**src/rtl/core/dfss_pkg.sv**
```systemverilog
// Shared types, codes and constants of the detector frame stream splitter.
package dfss_pkg;

    localparam int DEF_HEADER_BYTES     = 16;
    localparam int DEF_FRAME_MARK_BYTES = 7;
    localparam int POS_W                = 4;
    localparam logic [15:0] FPS_RESET   = 16'd4000;

    localparam int OUT_DEPTH = 4;
    localparam int PTR_W     = $clog2(OUT_DEPTH);
    localparam int CNT_W     = $clog2(OUT_DEPTH + 1);

    localparam logic [7:0] BYTE_DC  = 8'hDC;
    localparam logic [7:0] BYTE_CC  = 8'hCC;
    localparam logic [7:0] BYTE_DF  = 8'hDF;
    localparam logic [1:0] CHAN_TAG = 2'b11;

    localparam logic [2:0] ROLE_HEADER = 3'd0;
    localparam logic [2:0] ROLE_MARK   = 3'd1;
    localparam logic [2:0] ROLE_STAMP  = 3'd2;
    localparam logic [2:0] ROLE_CHAN   = 3'd3;
    localparam logic [2:0] ROLE_DATA   = 3'd4;

    localparam logic [2:0] ERR_NONE      = 3'd0;
    localparam logic [2:0] ERR_MAGIC     = 3'd1;
    localparam logic [2:0] ERR_SHORT_HDR = 3'd2;
    localparam logic [2:0] ERR_MARK      = 3'd3;
    localparam logic [2:0] ERR_CHAN      = 3'd4;
    localparam logic [2:0] ERR_TRUNC     = 3'd5;

    typedef enum logic [2:0] {
        PH_HEADER = 3'd0,
        PH_MARK   = 3'd1,
        PH_CHAN   = 3'd2,
        PH_DATA   = 3'd3,
        PH_LOOK   = 3'd4,
        PH_HELD   = 3'd5,
        PH_DONE   = 3'd6,
        PH_ERR    = 3'd7
    } t_phase;

    typedef struct packed {
        logic [7:0]  byte_out;
        logic [2:0]  role;
        logic [31:0] segment_number;
        logic        segment_start;
        logic [2:0]  error_code;
        logic        dropped;
        logic        stream_done;
        logic        last_of_run;
    } t_result;

    typedef struct packed {
        logic first;
        logic second;
    } t_push;

    typedef struct packed {
        logic [2:0]       role;
        logic             start;
        logic [2:0]       err;
        logic             to_chan;
        logic [POS_W-1:0] n_pos;
    } t_mark;

endpackage

```
**src/rtl/core/detector_frame_stream_splitter_unit.sv**
```systemverilog
// Top level of the detector frame stream splitter.
//
// The s_axis channel carries the raw recorded stream, one byte per word, with
// s_axis_tlast set on the final byte. Every byte comes back on m_axis tagged
// with its role (tuser), the segment it belongs to, a segment-start flag, an
// error code, a dropped flag and a clean-end flag; m_axis_tlast marks the last
// result word caused by one input byte.
// A DC byte at a data word boundary is held until the next byte arrives, so an
// input word causes zero, one or two result words.
// Throughput is one input word per clock while the result queue has room. An accepted
// byte is parsed from the input word register once there is room; its results are
// registered into the queue. A byte that completes a held DC yields two result words,
// which leave a four-word result queue at one per clock while m_axis_tready is high.
// The configuration channel writes frames_per_segment (reset value 4000, zero
// means never split) and is always ready; write it only while the block is idle.
// Reset is synchronous and active low; it empties the queue and returns the
// parser to expecting a file header. When the receiver stalls, the queue fills
// and s_axis_tready drops without any combinational path from m_axis_tready.
module detector_frame_stream_splitter_unit
    import dfss_pkg::*;
#(
    parameter int HEADER_BYTES     = DEF_HEADER_BYTES,
    parameter int FRAME_MARK_BYTES = DEF_FRAME_MARK_BYTES
) (
    input  logic        i_clk,
    input  logic        i_rst_n,
    input  logic        s_axis_tvalid,
    output logic        s_axis_tready,
    input  logic [7:0]  s_axis_tdata,   // [7:0] data_byte
    input  logic        s_axis_tlast,   // stream_end
    output logic        m_axis_tvalid,
    input  logic        m_axis_tready,
    output logic [47:0] m_axis_tdata,   // [7:0] byte_out, [39:8] segment_number,
                                        // [40] segment_start, [43:41] error_code,
                                        // [44] dropped, [45] stream_done, [47:46] zero
    output logic [2:0]  m_axis_tuser,   // [2:0] role
    output logic        m_axis_tlast,   // last_of_run
    input  logic        i_cfg_valid,
    output logic        o_cfg_ready,
    input  logic [15:0] i_cfg_data      // frames_per_segment
);

    logic [15:0] r_fps;
    logic        room;
    t_push       push;
    t_result     res0, res1, head;

    // The frames_per_segment register.
    assign o_cfg_ready = 1'b1;

    always_ff @(posedge i_clk) begin
        if (!i_rst_n) begin
            r_fps <= FPS_RESET;
        end else if (i_cfg_valid) begin
            r_fps <= i_cfg_data;
        end
    end

    dfss_parser #(
        .HEADER_BYTES     (HEADER_BYTES),
        .FRAME_MARK_BYTES (FRAME_MARK_BYTES)
    ) u_parser (
        .i_clk   (i_clk),
        .i_rst_n (i_rst_n),
        .i_valid (s_axis_tvalid),
        .o_ready (s_axis_tready),
        .i_byte  (s_axis_tdata),
        .i_end   (s_axis_tlast),
        .i_fps   (r_fps),
        .i_room  (room),
        .o_push  (push),
        .o_res0  (res0),
        .o_res1  (res1)
    );

    dfss_out_fifo u_out_fifo (
        .i_clk   (i_clk),
        .i_rst_n (i_rst_n),
        .i_push  (push),
        .i_res0  (res0),
        .i_res1  (res1),
        .o_room  (room),
        .o_valid (m_axis_tvalid),
        .i_ready (m_axis_tready),
        .o_head  (head)
    );

    // Pack the head result word onto the output bus.
    assign m_axis_tdata = {2'b00, head.stream_done, head.dropped, head.error_code,
                           head.segment_start, head.segment_number, head.byte_out};
    assign m_axis_tuser = head.role;
    assign m_axis_tlast = head.last_of_run;

endmodule

```
**src/rtl/core/dfss_parser.sv**
```systemverilog
// Input word register, parse state and the per-word classification logic.
module dfss_parser
    import dfss_pkg::*;
#(
    parameter int HEADER_BYTES     = DEF_HEADER_BYTES,
    parameter int FRAME_MARK_BYTES = DEF_FRAME_MARK_BYTES
) (
    input  logic        i_clk,
    input  logic        i_rst_n,
    input  logic        i_valid,
    output logic        o_ready,
    input  logic [7:0]  i_byte,
    input  logic        i_end,
    input  logic [15:0] i_fps,
    input  logic        i_room,
    output t_push       o_push,
    output t_result     o_res0,
    output t_result     o_res1
);

    logic             r_in_valid;
    logic [7:0]       r_byte;
    logic             r_end;
    t_phase           r_phase, n_phase;
    logic [POS_W-1:0] r_pos, n_pos;
    logic             r_magic, n_magic;
    logic [15:0]      r_fis, n_fis;
    logic [31:0]      r_seg, n_seg;
    logic [2:0]       r_err, n_err;

    logic             fire;
    logic [POS_W:0]   pos_inc;
    logic             hdr_last;
    logic [2:0]       hdr_err;
    logic [2:0]       chan_err;
    logic             is_chan;
    logic [15:0]      fd_fis;
    logic [31:0]      fd_seg;
    logic [16:0]      fis_inc;
    t_mark            mark_a, mark_h0, mark_h1;
    t_result          res0, res1;
    t_push            push;
    logic [2:0]       step_err;

    function automatic t_mark f_mark(input logic [POS_W-1:0] pos, input logic [7:0] b,
                                     input logic e, input logic [15:0] fis);
        t_mark          m;
        logic [POS_W:0] inc;
        inc       = {1'b0, pos} + (POS_W+1)'(1);
        m.role    = (pos < POS_W'(2)) ? ROLE_MARK : ROLE_STAMP;
        m.start   = (pos == '0) && (fis == '0);
        if (((pos == '0) && (b != BYTE_DC)) || ((pos == POS_W'(1)) && (b != BYTE_DF))) begin
            m.err = ERR_MARK;
        end else if (e) begin
            m.err = ERR_TRUNC;
        end else begin
            m.err = ERR_NONE;
        end
        m.to_chan = inc >= (POS_W+1)'(FRAME_MARK_BYTES);
        m.n_pos   = m.to_chan ? '0 : inc[POS_W-1:0];
        return m;
    endfunction

    assign fire    = r_in_valid && i_room;
    assign o_ready = !r_in_valid || fire;

    always_ff @(posedge i_clk) begin
        if (!i_rst_n) begin
            r_in_valid <= 1'b0;
        end else if (o_ready) begin
            r_in_valid <= i_valid;
        end
        if (o_ready && i_valid) begin
            r_byte <= i_byte;
            r_end  <= i_end;
        end
    end

    // Shared decode used by both the next-state and the result logic.
    assign pos_inc  = {1'b0, r_pos} + (POS_W+1)'(1);
    assign hdr_last = pos_inc >= (POS_W+1)'(HEADER_BYTES);
    assign is_chan  = r_byte[7:6] == CHAN_TAG;
    assign chan_err = !is_chan ? ERR_CHAN : (r_end ? ERR_TRUNC : ERR_NONE);
    assign fis_inc  = {1'b0, r_fis} + 17'd1;

    always_comb begin
        if ((r_pos == POS_W'(1)) && !(r_magic && (r_byte == BYTE_CC))) begin
            hdr_err = ERR_MAGIC;
        end else if (r_end) begin
            hdr_err = hdr_last ? ERR_TRUNC : ERR_SHORT_HDR;
        end else begin
            hdr_err = ERR_NONE;
        end
    end

    // Bookkeeping when a new frame marker closes the previous frame.
    always_comb begin
        fd_seg = r_seg;
        if (i_fps == '0) begin
            fd_fis = 16'd1;
        end else if (fis_inc >= {1'b0, i_fps}) begin
            fd_fis = '0;
            fd_seg = r_seg + 32'd1;
        end else begin
            fd_fis = fis_inc[15:0];
        end
    end

    assign mark_a  = f_mark(r_pos, r_byte, r_end, r_fis);
    assign mark_h0 = f_mark('0, BYTE_DC, 1'b0, fd_fis);
    assign mark_h1 = f_mark(POS_W'(1), r_byte, r_end, fd_fis);

    // Result words.
    always_comb begin
        res0.byte_out       = r_byte;
        res0.role           = ROLE_DATA;
        res0.segment_number = r_seg;
        res0.segment_start  = 1'b0;
        res0.error_code     = ERR_NONE;
        res0.dropped        = 1'b0;
        res0.stream_done    = 1'b0;
        res0.last_of_run    = 1'b1;
        res1                = res0;
        push.first          = 1'b1;
        push.second         = 1'b0;
        case (r_phase)
            PH_HEADER: begin
                res0.role       = ROLE_HEADER;
                res0.error_code = hdr_err;
            end
            PH_MARK: begin
                res0.role          = mark_a.role;
                res0.segment_start = mark_a.start;
                res0.error_code    = mark_a.err;
            end
            PH_CHAN: begin
                res0.role       = ROLE_CHAN;
                res0.error_code = chan_err;
            end
            PH_DATA: begin
                if (r_pos == '0) begin
                    res0.error_code = r_end ? ERR_TRUNC : ERR_NONE;
                end else begin
                    res0.stream_done = r_end;
                end
            end
            PH_LOOK: begin
                if (r_byte == BYTE_DC) begin
                    // A DC at a word boundary waits for the next byte unless the stream ends.
                    push.first      = r_end;
                    res0.error_code = ERR_TRUNC;
                end else if (is_chan) begin
                    res0.role       = ROLE_CHAN;
                    res0.error_code = chan_err;
                end else begin
                    res0.error_code = r_end ? ERR_TRUNC : ERR_NONE;
                end
            end
            PH_HELD: begin
                push.second      = 1'b1;
                res0.byte_out    = BYTE_DC;
                res0.last_of_run = 1'b0;
                if (r_byte == BYTE_DF) begin
                    res0.role           = mark_h0.role;
                    res0.segment_start  = mark_h0.start;
                    res0.segment_number = fd_seg;
                    res1.role           = mark_h1.role;
                    res1.error_code     = mark_h1.err;
                    res1.segment_number = fd_seg;
                end else begin
                    res1.stream_done = r_end;
                end
            end
            PH_DONE: begin
                res0.dropped = 1'b1;
            end
            default: begin
                res0.dropped    = 1'b1;
                res0.error_code = r_err;
            end
        endcase
        step_err = (push.first && !res0.dropped ? res0.error_code : ERR_NONE)
                 | (push.second ? res1.error_code : ERR_NONE);
    end

    // Next parse state.
    always_comb begin
        n_phase = r_phase;
        n_pos   = r_pos;
        n_magic = r_magic;
        n_fis   = r_fis;
        n_seg   = r_seg;
        n_err   = r_err;
        case (r_phase)
            PH_HEADER: begin
                if (r_pos == '0) begin
                    n_magic = r_byte == BYTE_DC;
                end
                if (hdr_last) begin
                    n_phase = PH_MARK;
                    n_pos   = '0;
                end else begin
                    n_pos = pos_inc[POS_W-1:0];
                end
            end
            PH_MARK: begin
                n_phase = mark_a.to_chan ? PH_CHAN : PH_MARK;
                n_pos   = mark_a.n_pos;
            end
            PH_CHAN: begin
                n_phase = PH_DATA;
                n_pos   = '0;
            end
            PH_DATA: begin
                if (r_pos == '0) begin
                    n_phase = PH_DATA;
                    n_pos   = POS_W'(1);
                end else begin
                    n_phase = r_end ? PH_DONE : PH_LOOK;
                    n_pos   = '0;
                end
            end
            PH_LOOK: begin
                if (r_byte == BYTE_DC) begin
                    n_phase = r_end ? PH_DATA : PH_HELD;
                    n_pos   = r_end ? POS_W'(1) : r_pos;
                end else if (is_chan) begin
                    n_phase = PH_DATA;
                    n_pos   = '0;
                end else begin
                    n_phase = PH_DATA;
                    n_pos   = POS_W'(1);
                end
            end
            PH_HELD: begin
                if (r_byte == BYTE_DF) begin
                    n_fis   = fd_fis;
                    n_seg   = fd_seg;
                    n_phase = mark_h1.to_chan ? PH_CHAN : PH_MARK;
                    n_pos   = mark_h1.n_pos;
                end else begin
                    n_phase = r_end ? PH_DONE : PH_LOOK;
                    n_pos   = '0;
                end
            end
            default: begin
            end
        endcase
        if (step_err != ERR_NONE) begin
            n_phase = PH_ERR;
            n_err   = step_err;
        end
    end

    always_ff @(posedge i_clk) begin
        if (!i_rst_n) begin
            r_phase <= PH_HEADER;
            r_pos   <= '0;
            r_magic <= 1'b0;
            r_fis   <= '0;
            r_seg   <= '0;
            r_err   <= ERR_NONE;
        end else if (fire) begin
            r_phase <= n_phase;
            r_pos   <= n_pos;
            r_magic <= n_magic;
            r_fis   <= n_fis;
            r_seg   <= n_seg;
            r_err   <= n_err;
        end
    end

    assign o_push.first  = fire && push.first;
    assign o_push.second = fire && push.second;
    assign o_res0        = res0;
    assign o_res1        = res1;

endmodule

```
**src/rtl/core/dfss_out_fifo.sv**
```systemverilog
// Result queue that takes up to two result words per cycle and gives one on i_ready.
module dfss_out_fifo
    import dfss_pkg::*;
(
    input  logic    i_clk,
    input  logic    i_rst_n,
    input  t_push   i_push,
    input  t_result i_res0,
    input  t_result i_res1,
    output logic    o_room,
    output logic    o_valid,
    input  logic    i_ready,
    output t_result o_head
);

    t_result          r_mem [OUT_DEPTH];
    logic [PTR_W-1:0] r_wr, r_rd;
    logic [CNT_W-1:0] r_count;
    logic             pop;
    logic [PTR_W-1:0] wr_second;

    assign o_valid   = r_count != '0;
    assign pop       = o_valid && i_ready;
    assign o_room    = r_count <= CNT_W'(OUT_DEPTH - 2);
    assign o_head    = r_mem[r_rd];
    assign wr_second = r_wr + PTR_W'(1);

    always_ff @(posedge i_clk) begin
        if (i_push.first) begin
            r_mem[r_wr] <= i_res0;
        end
        if (i_push.second) begin
            r_mem[wr_second] <= i_res1;
        end
    end

    always_ff @(posedge i_clk) begin
        if (!i_rst_n) begin
            r_wr    <= '0;
            r_rd    <= '0;
            r_count <= '0;
        end else begin
            r_wr    <= r_wr + PTR_W'(i_push.first) + PTR_W'(i_push.second);
            r_rd    <= r_rd + PTR_W'(pop);
            r_count <= r_count + CNT_W'(i_push.first) + CNT_W'(i_push.second)
                     - CNT_W'(pop);
        end
    end

endmodule

```
**config.mk**
```make
export PLATFORM = sky130hd
export DESIGN_NAME = detector_frame_stream_splitter_unit
export DESIGN_NICKNAME = d
export VERILOG_FILES = /design/src/rtl/core/dfss_pkg.sv /design/src/rtl/core/detector_frame_stream_splitter_unit.sv /design/src/rtl/core/dfss_parser.sv /design/src/rtl/core/dfss_out_fifo.sv
export SDC_FILE = /design/constraint.sdc
export NUM_CORES = 1
export LEC_CHECK = 0
export BUFFER_PORTS_ARGS = -buffer_cell sky130_fd_sc_hd__buf_4
export CAP_MARGIN = 20
export CORE_ASPECT_RATIO = 1.2
export CORE_MARGIN = 8
export CORE_UTILIZATION = 35
export CTS_CLUSTER_DIAMETER = 40
export CTS_CLUSTER_SIZE = 40
export DETAILED_ROUTE_END_ITERATION = 8
export GPL_TIMING_DRIVEN = 1
export PLACE_DENSITY = 0.58
export SLEW_MARGIN = 5
export SYNTH_ARGS = -nofsm -noshare
export SYNTH_HDL_FRONTEND = slang
export SYNTH_HIERARCHICAL = 1
export SYNTH_SLANG_ARGS = --single-unit
export TNS_END_PERCENT = 1
```
**constraint.sdc**
```tcl
create_clock -name i_clk -period 11.9 [get_ports i_clk]
set_input_delay 0.595 -clock i_clk [delete_from_list [all_inputs] [get_ports i_clk]]
set_output_delay 0.595 -clock i_clk [all_outputs]
set_load 0.05 [all_outputs]
```
==> results of run 1 <==
==> Yosys cell counts (4+ instances only) <==
library cell and count:
edfxtp_1 209, mux2_2 197, dfxtp_1 83, nand2_1 81, mux4_2 50, buf_4 47, nor2_1 45, inv_1 39
nand3_1 36, clkbuf_1 34, buf_2 32, xor2_1 32, mux2i_1 31, a21oi_1 26, ha_1 26, xnor2_1 26
nand2b_1 25, o21ai_0 25, and2_1 20, nor4_2 20, nor3_1 14, and3_1 13, nor2b_1 13, nand4_1 11
nor4_1 11, a211oi_1 9, a21o_1 8, buf_6 7, nand3b_1 7, nor3_2 6, o31ai_1 6, or3_1 6
nand4b_1 5, a22o_1 4, a31oi_1 4, conb_1 4, mux2_1 4, o41ai_1 4, or2_2 4, or4_1 4
==> area by class of cell <==
type | count | area, µm² | area share [%]
multi-input combinational | 849 | 7660 | 41.1
clock buffer | 41 | 983 | 5.28
clock inverter | 29 | 387 | 2.08
inverter | 40 | 150 | 0.806
tap | 623 | 779 | 4.18
sequential | 292 | 7940 | 42.6
timing repair buffer | 96 | 721 | 3.87
==> power by group <==
group | leakage (µW) | switching, µW | internal, µW
Clock | 0.000653 | 469 | 765
Sequential | 0.00255 | 87.1 | 1180
Combinational | 0.00359 | 588 | 361
Total | 0.00679 | 1140 | 2310
==> cell usage in the layout, fill, tap and decap left out, drive strengths merged, types with 27 or more instances in the layout <==
cell type	instances
nand2	83
mux4	50
mux2	201
clkbuf	41
xor2	32
nor4	33
nor2	46
xnor2	27
buf	96
mux2i	31
dfxtp	83
nand3	37
inv	47
edfxtp	209
==> cells by family after synthesis <==
logic type | share of synthesized area [%]
flops | 48.3
simple gates | 12.7
compound gates | 5.38
buf+inv | 5.46
mux | 22.5
other cells | 0.0914
xor+xnor | 3.19
fa+ha+maj | 2.35
==> worst max-delay path by stage <==
stage / slack (ns) / to / startpoint / cells past startpoint
floorplan: 6.33 / u_out_fifo/r_mem[0][0] / u_out_fifo/r_count[1] / 8
global placement: 7.20 / u_out_fifo/r_mem[0][28] / u_parser/r_fis[0] / 16
detailed placement: 6.99 / u_out_fifo/r_mem[0][17] / u_parser/r_fis[2] / 16
CTS: 6.96 / u_out_fifo/r_mem[0][17] / u_parser/r_fis[2] / 16
global route: 6.56 / u_out_fifo/r_mem[1][29] / u_parser/r_fis[2] / 16
finish: 6.93 / u_out_fifo/r_mem[0][17] / u_parser/r_fis[2] / 16
==> flip-flops by register name, indices dropped and copies added (netlist names), 4 cells and up <==
register and flops:
u_parser/r_seg 32, u_parser/r_pos 4, u_out_fifo/r_mem 200, u_parser/r_fis 16, r_fps 16, u_parser/r_byte 8
==> layer usage <==
| metal | part of all wire, % | wire [µm] |
|---|---|---|
| met1 | 43 | 16800 |
| met4 | 2.3 | 879 |
| met3 | 4.1 | 1580 |
| met2 | 50 | 19400 |
| met5 | 0 | 0 |
==> stage by stage <==
stage               total power (µW)  utilization, %  hold WS (ns)  cells
floorplan                       1980               -         0.435   1304
CTS                             3510            39.9         0.216   1970
global placement                2250            37.0         0.444   1900
global route                    3600            39.9         0.222   1970
finish                          3450            39.9         0.243   1970
detailed placement              2260            37.0         0.450   1900
==> results.sh, run 1 <==
export IMPL_outcome="finished clean"
export IMPL_hp_class="primary input to flip-flop"
export IMPL_min_period_over_period_pct=41.8
export IMPL_worstRegToRegCells=16
export IMPL_core_um2=46700
export IMPL_grt_use_met3_pct=2.53
export IMPL_vdd_drop_max_mv=0.0994
export IMPL_crit_family="simple AND/OR/NAND/NOR gates"
export IMPL_cp_start_kind="flip-flop"
export IMPL_cts_buffers=39
export IMPL_dpl_hpwl_mm=24.0
export IMPL_grt_pass1_wl_mm=61.1
export IMPL_timing_rr_end="u_out_fifo/r_mem[0][17]"
export IMPL_synth_edf_count=209
export IMPL_cts_tree="built"
export IMPL_rows=87
export IMPL_criticalPathCategory="flip-flop to flip-flop"
export IMPL_hold_end="u_parser/r_byte[4]"
export IMPL_ys_seq_elements=292
export IMPL_stdcell_area_um2=18600
export IMPL_power_density_nw_per_um2=185
export IMPL_postPlaceCellArea_um2=17300
export IMPL_post_cts_buffers=0
export IMPL_syn_to_final_growth_pct=13.4
export IMPL_arrival_ns=5.36
export IMPL_min_delay_path_depth=1
export IMPL_synth_cells=1300
export IMPL_globalplace_congestion=0.826
export IMPL_die_w_um=214
export IMPL_die_area_um2=54200
export IMPL_dp_slack_ns=6.99
export IMPL_met1_usage_pct=17.9
export IMPL_clock_skew_ns=0.0209
export IMPL_max_freq_ghz=0.201
export IMPL_clk_pin_slew_ns=0.06
export IMPL_drive_gt1_share_pct=35.2
export IMPL_maxCapViolations=0
export IMPL_antenna_left=0
export IMPL_rrSetupSlack_ns=6.93
export IMPL_clock_path_buffers=3
export IMPL_maxSlewViolCount=0
export IMPL_dr_pass1_iters=5
export IMPL_busiest_layer="met2"
export IMPL_cts_root_buf="clkbuf_16"
export IMPL_grt_pass1_vias=10400
export IMPL_setup_tns_ns=0
export IMPL_totalWireLength_mm=38.6
export IMPL_worst_path_max_delay_cell="nor3_1"
export IMPL_yosysUniqueCellTypes=85
export IMPL_ys_seq_area_share_pct=48.3
export IMPL_viasPerCell=5.21
export IMPL_wl_per_cell_um=19.6
export IMPL_worst_pin_slew_ns=0.991
export IMPL_synthTopCellsByArea="edfxtp_1 (38%), mux2_2 (14%), dfxtp_1 (10%)"
export IMPL_rr_startpoint="u_parser/r_fis[2]"
export IMPL_required_ns=12.29
export IMPL_fp_dieH_um=253
export IMPL_drt_initial_drc_count=578
export IMPL_fin_crit_ns=4.97
export IMPL_nets=1377
export IMPL_use_met2_pct=24.9
export IMPL_power_leakage_uw=0.00679
export IMPL_clock_latency_ns=0.53
export IMPL_synth_warnings=6
export IMPL_cts_hold_buf=0
export IMPL_setup_viol=0
export IMPL_ys_flop_type="edfxtp_1"
export IMPL_antenna_found_initial=0
export IMPL_overflow=0
export IMPL_cts_resized=0
export IMPL_htreeDepth=2
export IMPL_antenna_cells=0
export IMPL_grt_max_degree=69
export IMPL_relSlewSlack_pct=33.7
export IMPL_crit_fanout=47
export IMPL_yosysTopAreaCellShare_pct=38.2
export IMPL_min_from="s_axis_tdata[4]"
export IMPL_yosysTopAreaCell="edfxtp_1"
export IMPL_fin_ws_ns=6.93
export IMPL_path_buf_inv=2
export IMPL_synth_cell_area_um2=16400
export IMPL_initial_utilization_pct=35.2
export IMPL_fillers=4392
export IMPL_ys_async_sr_fraction_pct=0
export IMPL_io_pins=85
export IMPL_syn_area_per_cell_um2=12.6
export IMPL_post_route_drc_count=0
export IMPL_hold_viol_final=0
export IMPL_endpoint_kind="flip-flop"
export IMPL_grtUsageTotal_pct=14.3
export IMPL_critPathMaxStageDelay_ns=0.57
export IMPL_grt_setup_unrepaired="false"
export IMPL_cts_sinks=292
export IMPL_vias=10300
export IMPL_cp_cell_sequence="nand3_2 -> nor3_1 -> and3_1 -> nand2_1 -> xor2_1 -> inv_1 -> ha_1 -> nand3_1 -> nor3_1 -> nand4_1 -> o2111a_2 -> and2_2 -> buf_4 -> nor4_2 -> xor2_1 -> mux2_2"
export IMPL_io_buffers=81
Power figures use the tool's default switching activity.
==> run 2: changes to the inputs <==
- clock period: 11.9 -> 5 ns (I/O delays scaled with it)
==> run 2 against run 1 <==
  * Final cell count increased by 2.3%
  * Sequential share of layout area decreased by 1.0 points
  * Fmax increased by 11%
  * Largest cell class unchanged
  * Largest power group unchanged
==> results.sh, run 2 (same netlist as run 1, synthesis figures left out) <==
export IMPL_outcome="finished clean"
export IMPL_cts_root_buf="clkbuf_16"
export IMPL_power_leakage_uw=0.00701
export IMPL_clock_latency_ns=0.55
export IMPL_drt_initial_drc_count=601
export IMPL_largest_register="u_out_fifo/r_mem"
export IMPL_p_sw_uw=2790
export IMPL_wl_per_cell_um=19.5
export IMPL_stdcell_area_um2=19100
export IMPL_largestRegisters="u_out_fifo/r_mem: 200 flops, u_parser/r_seg: 32 flops"
export IMPL_fin_crit_ns=4.49
export IMPL_drive_gt1_share_pct=35.4
export IMPL_total_power_uw=8280
export IMPL_cts_sinks=292
export IMPL_overflow=0
export IMPL_maxCapViolations=0
export IMPL_crit_family="simple AND/OR/NAND/NOR gates"
export IMPL_postPlaceCellArea_um2=17400
export IMPL_required_ns=5.41
export IMPL_cp_start_kind="flip-flop"
export IMPL_dr_pass1_iters=6
export IMPL_grt_max_degree=69
export IMPL_antenna_left=0
export IMPL_endpoint_kind="flip-flop"
export IMPL_area_sequential_um2=7940
export IMPL_arrival_ns=4.90
export IMPL_final_cell_mix="edfxtp_1 (209), mux2_2 (197), buf_4 (105), nand2_1 (81), dfxtp_1 (81)"
export IMPL_hold_viol_final=0
export IMPL_initial_utilization_pct=35.2
export IMPL_clock_power_share_pct=35.7
export IMPL_hp_class="primary input to flip-flop"
export IMPL_cts_resized=0
export IMPL_relSlewSlack_pct=35.5
export IMPL_antenna_cells=0
export IMPL_setup_tns_ns=0
export IMPL_clock_path_buffers=3
export IMPL_critPathMaxStageDelay_ns=0.42
export IMPL_min_period_over_period_pct=89.8
export IMPL_die_area_um2=54200
export IMPL_crit_fanout=24
export IMPL_vdd_drop_max_mv=0.211
export IMPL_criticalPathCategory="flip-flop to flip-flop"
export IMPL_fillers=4310
export IMPL_htreeDepth=2
export IMPL_io_buffers=81
export IMPL_syn_to_final_growth_pct=16.2
export IMPL_core_um2=46700
export IMPL_grt_pass1_vias=10700
export IMPL_grt_pass1_wl_mm=62.0
export IMPL_dpl_hpwl_mm=25.1
export IMPL_worst_pin_slew_ns=0.968
export IMPL_cts_buffers=41
export IMPL_worst_path_max_delay_cell="xor2_1"
export IMPL_nets=1419
export IMPL_path_buf_inv=1
export IMPL_largest_register_ffs=200
export IMPL_fp_dieH_um=253
export IMPL_layout_commonest_cell="edfxtp_1"
export IMPL_totalWireLength_mm=39.3
export IMPL_dp_slack_ns=0.535
export IMPL_vias=10400
export IMPL_post_cts_buffers=0
export IMPL_cts_tree="built"
export IMPL_post_route_drc_count=0
export IMPL_cts_hold_buf=26
export IMPL_globalplace_congestion=0.836
export IMPL_maxSlewViolCount=0
export IMPL_clock_skew_ns=0.0297
export IMPL_antenna_found_initial=0
export IMPL_cp_cell_sequence="ha_1 -> nand2_1 -> nor4_4 -> nand3_1 -> xnor2_1 -> ha_1 -> nand3_1 -> nor3_1 -> nand4_1 -> o2111a_2 -> and2_2 -> buf_4 -> nor4_2 -> xor2_1 -> mux2_2"
export IMPL_switching_share_pct=33.7
export IMPL_die_w_um=214
export IMPL_power_frac_seq_pct=36.3
export IMPL_viasPerCell=5.14
export IMPL_io_pins=85
export IMPL_rows=87
export IMPL_utilization_pct=40.9
export IMPL_grtUsageTotal_pct=14.6
export IMPL_multiInputGateArea_um2=7660
export IMPL_fin_ws_ns=0.510
export IMPL_setup_viol=0
export IMPL_max_freq_ghz=0.223
export IMPL_grt_setup_unrepaired="false"
export IMPL_clk_pin_slew_ns=0.06
export IMPL_power_density_nw_per_um2=434
export IMPL_intPower_uw=5490
export IMPL_share_comb_of_total_power_pct=28.1
## run 2: cell count changes in the layout (fill, tap and decap cells not counted), moves of 2 or more
| cell | previous run | this run |
|---|---|---|
| bufinv_16 | 7 | 4 |
| clkbuf_16 | 39 | 41 |
| inv_8 | 0 | 4 |
| buf_4 | 96 | 105 |
| buf_12 | 0 | 5 |
| dlygate4sd3_1 | 0 | 26 |
| clkbuf_1 | 2 | 4 |
| inv_6 | 7 | 5 |
| clkinv_2 | 2 | 4 |
## run 2: layout make-up
| cell class | instances | area share, % |
|---|---|---|
| Tap cell | 623 | 4.08 |
| Inverter | 40 | 0.787 |
| Sequential cell | 292 | 41.6 |
| Timing Repair Buffer | 136 | 6.02 |
| Clock buffer | 46 | 5.53 |
| Clock inverter | 30 | 1.84 |
| Multi-Input combinational cell | 849 | 40.1 |
## run 2: worst paths after layout
path                                        start                 endpoint  slack [ns]  depth (start not counted)
worst max register to register  u_parser/r_fis[0]  u_out_fifo/r_mem[1][30]        0.51                         15
worst min register to register  u_parser/r_err[0]        u_parser/r_err[0]        0.46                          2
worst max-delay path            u_parser/r_fis[0]  u_out_fifo/r_mem[1][30]        0.51                         15
worst min-delay path                  i_cfg_valid                 r_fps[9]        0.15                          3
## run 2: routing by layer
metal  global-route usage [%]  vias to the layer above  wire length [µm]
met5                        0                        -                 0
met4                     4.04                        0               879
met3                     2.10                       60              1350
met2                     25.9                      181             20200
met1                     18.2                     5123             16900
li1                         -                     4992                 -
## run 2: tightest hold or removal path, delay by kind of cell
| family | cells | cell delay [ns] |
|---|---|---|
| buffers and inverters | 1 | 0.20 |
| multiplexers | 1 | 0.14 |
| AND/OR/NAND/NOR | 1 | 0.05 |
## run 2: power by group through the flow
stage / combinational [µW] / sequential (µW) / clock (µW)
4_1_cts: 2370 / 3010 / 3030
5_1_grt: 2480 / 3030 / 3130
2_1_floorplan: 1790 / 2920 / 0
3_5_place_dp: 2340 / 3060 / 0
3_3_place_gp: 2330 / 3050 / 0
6_report: 2330 / 3000 / 2950
## run 2: per-stage QoR
step	cells	hold slack, ns
2_1_floorplan	1304	0.349
3_3_place_gp	1914	0.429
3_5_place_dp	1914	0.430
4_1_cts	2016	0.122
5_1_grt	2016	0.140
6_report	2016	0.151
==> run 3: changes to the inputs <==
- PLACE_DENSITY: 0.58 -> not set
- clock period: 5 -> 5.7 ns (I/O delays scaled with it)
==> run 3 against run 2 <==
  * Final cell count shrank 0.99%
  * Sequential share of layout area grew 0.55 points
  * Critical path depth up 1
  * Non-clock buffer count fell by 13
  * Largest cell class unchanged
  * Largest power group unchanged
==> results.sh, run 3 (same netlist as run 1, synthesis figures left out) <==
export IMPL_final_cell_mix="edfxtp_1 (209), mux2_2 (197), buf_4 (102), nand2_1 (81), dfxtp_1 (81)"
export IMPL_fin_crit_ns=4.84
export IMPL_power_leakage_uw=0.00690
export IMPL_cts_buffers=38
export IMPL_clock_skew_ns=0.0297
export IMPL_cp_startpoint="u_parser/r_fis[2]"
export IMPL_layout_commonest_cell="edfxtp_1"
export IMPL_hp_class="primary input to flip-flop"
export IMPL_clock_path_buffers=3
export IMPL_wl_per_cell_um=19.3
export IMPL_io_buffers=81
export IMPL_grt_pass1_vias=10700
export IMPL_total_power_uw=7130
export IMPL_cts_sinks=292
export IMPL_worst_path_max_delay_cell="nor3_1"
export IMPL_largest_register="u_out_fifo/r_mem"
export IMPL_cts_resized=0
export IMPL_cp_start_kind="flip-flop"
export IMPL_required_ns=6.10
export IMPL_cts_hold_buf=19
export IMPL_clock_latency_ns=0.53
export IMPL_grt_pass1_wl_mm=60.5
export IMPL_endpoint_kind="flip-flop"
export IMPL_cp_cell_sequence="nand3_2 -> nor3_1 -> and3_1 -> nand2_1 -> xor2_1 -> inv_1 -> ha_1 -> nand3_1 -> nor3_1 -> nand4_1 -> o2111a_2 -> and2_2 -> buf_4 -> nor4_2 -> xor2_1 -> mux2_2"
export IMPL_max_freq_ghz=0.207
export IMPL_io_pins=85
export IMPL_critPathMaxStageDelay_ns=0.59
export IMPL_antenna_found_initial=0
export IMPL_timing_rr_end="u_out_fifo/r_mem[1][35]"
export IMPL_setup_viol=0
export IMPL_min_period_over_period_pct=84.9
export IMPL_clk_pin_slew_ns=0.06
export IMPL_syn_to_final_growth_pct=14.7
export IMPL_post_cts_buffers=0
export IMPL_cp_endpoint="u_out_fifo/r_mem[1][35]"
export IMPL_crit_fanout=25
export IMPL_globalplace_congestion=0.826
export IMPL_fp_dieH_um=253
export IMPL_maxCapViolations=0
export IMPL_die_w_um=214
export IMPL_dr_pass1_iters=5
export IMPL_antenna_cells=0
export IMPL_cts_root_buf="clkbuf_16"
export IMPL_vdd_drop_max_mv=0.231
export IMPL_viasPerCell=5.19
export IMPL_hold_viol_final=0
export IMPL_worstRegToRegCells=16
export IMPL_rows=87
export IMPL_rrSetupSlack_ns=0.86
export IMPL_criticalPathCategory="flip-flop to flip-flop"
export IMPL_worst_pin_slew_ns=0.864
export IMPL_grt_setup_unrepaired="false"
export IMPL_power_density_nw_per_um2=378
export IMPL_core_um2=46700
export IMPL_largestRegisters="u_out_fifo/r_mem: 200 flops, u_parser/r_seg: 32 flops"
export IMPL_grtUsageTotal_pct=14.2
export IMPL_initial_utilization_pct=35.2
export IMPL_nets=1403
export IMPL_drive_gt1_share_pct=35.0
export IMPL_arrival_ns=5.23
export IMPL_outcome="finished clean"
export IMPL_grt_max_degree=69
export IMPL_maxSlewViolCount=0
export IMPL_cts_tree="built"
export IMPL_rr_startpoint="u_parser/r_fis[2]"
export IMPL_totalWireLength_mm=38.4
export IMPL_setup_tns_ns=0
export IMPL_htreeDepth=2
export IMPL_die_area_um2=54200
export IMPL_post_route_drc_count=0
export IMPL_relSlewSlack_pct=42.4
export IMPL_largest_register_ffs=200
export IMPL_utilization_pct=40.3
export IMPL_antenna_left=0
export IMPL_drt_initial_drc_count=717
export IMPL_dpl_hpwl_mm=23.9
export IMPL_overflow=0
export IMPL_vias=10400
## run 3: worst min-delay path by stage
stage | startpoint | endpoint | cells past startpoint
finish | i_cfg_data[2] | r_fps[2] | 3
global route | s_axis_tvalid | u_parser/r_in_valid | 3
CTS | i_cfg_data[2] | r_fps[2] | 3
detailed placement | u_parser/r_err[1] | u_parser/r_err[1] | 2
global placement | u_parser/r_seg[30] | u_parser/r_seg[30] | 2
floorplan | s_axis_tdata[0] | u_parser/r_byte[0] | 0
## run 3: cell type report
class	count	area, µm²
Clock inverter	27	323
Fill cell	4364	27900
Multi-Input combinational cell	849	7660
Timing Repair Buffer	123	996
Inverter	40	150
Tap cell	623	779
Sequential cell	292	7940
Clock buffer	42	987
## run 3: worst max-delay path: cells and delay by family (launching register included)
family                     cells  cell delay [ns]
xor gates and xnor gates       2             0.67
AOI/OAI and AO/OA              1             0.41
and+or+nand+nor                9             2.26
buffers and inverters          2             0.36
DFF                            1             0.48
adders and majority gates      1             0.28
muxes                          1             0.24
## run 3: metal layers
| metal | track usage (%) | part of all wire (%) | up-vias | routed length (µm) |
|---|---|---|---|---|
| met1 | 17.5 | 43 | 5086 | 16400 |
| met4 | 4.86 | 2.8 | 0 | 1090 |
| met5 | 0 | 0 | - | 0 |
| li1 | - | - | 4964 | - |
| met2 | 24.9 | 50 | 244 | 19400 |
| met3 | 2.14 | 4.0 | 66 | 1540 |
## run 3: power breakdown
group / switching [µW] / leakage (µW) / internal [µW]
Clock: 998 / 0.000633 / 1480
Combinational: 1270 / 0.00371 / 770
Sequential: 136 / 0.00255 / 2470
## run 3: stage by stage
stage	cell area [µm²]	setup WS, ns	hold slack [ns]	cells
2_1_floorplan	16400	0.129	0.384	1304
3_3_place_gp	17300	1.10	0.444	1908
3_5_place_dp	17300	0.867	0.458	1908
4_1_cts	18800	0.857	0.00806	1996
5_1_grt	18800	0.377	0.0267	1996
6_report	18800	0.862	0.0291	1996
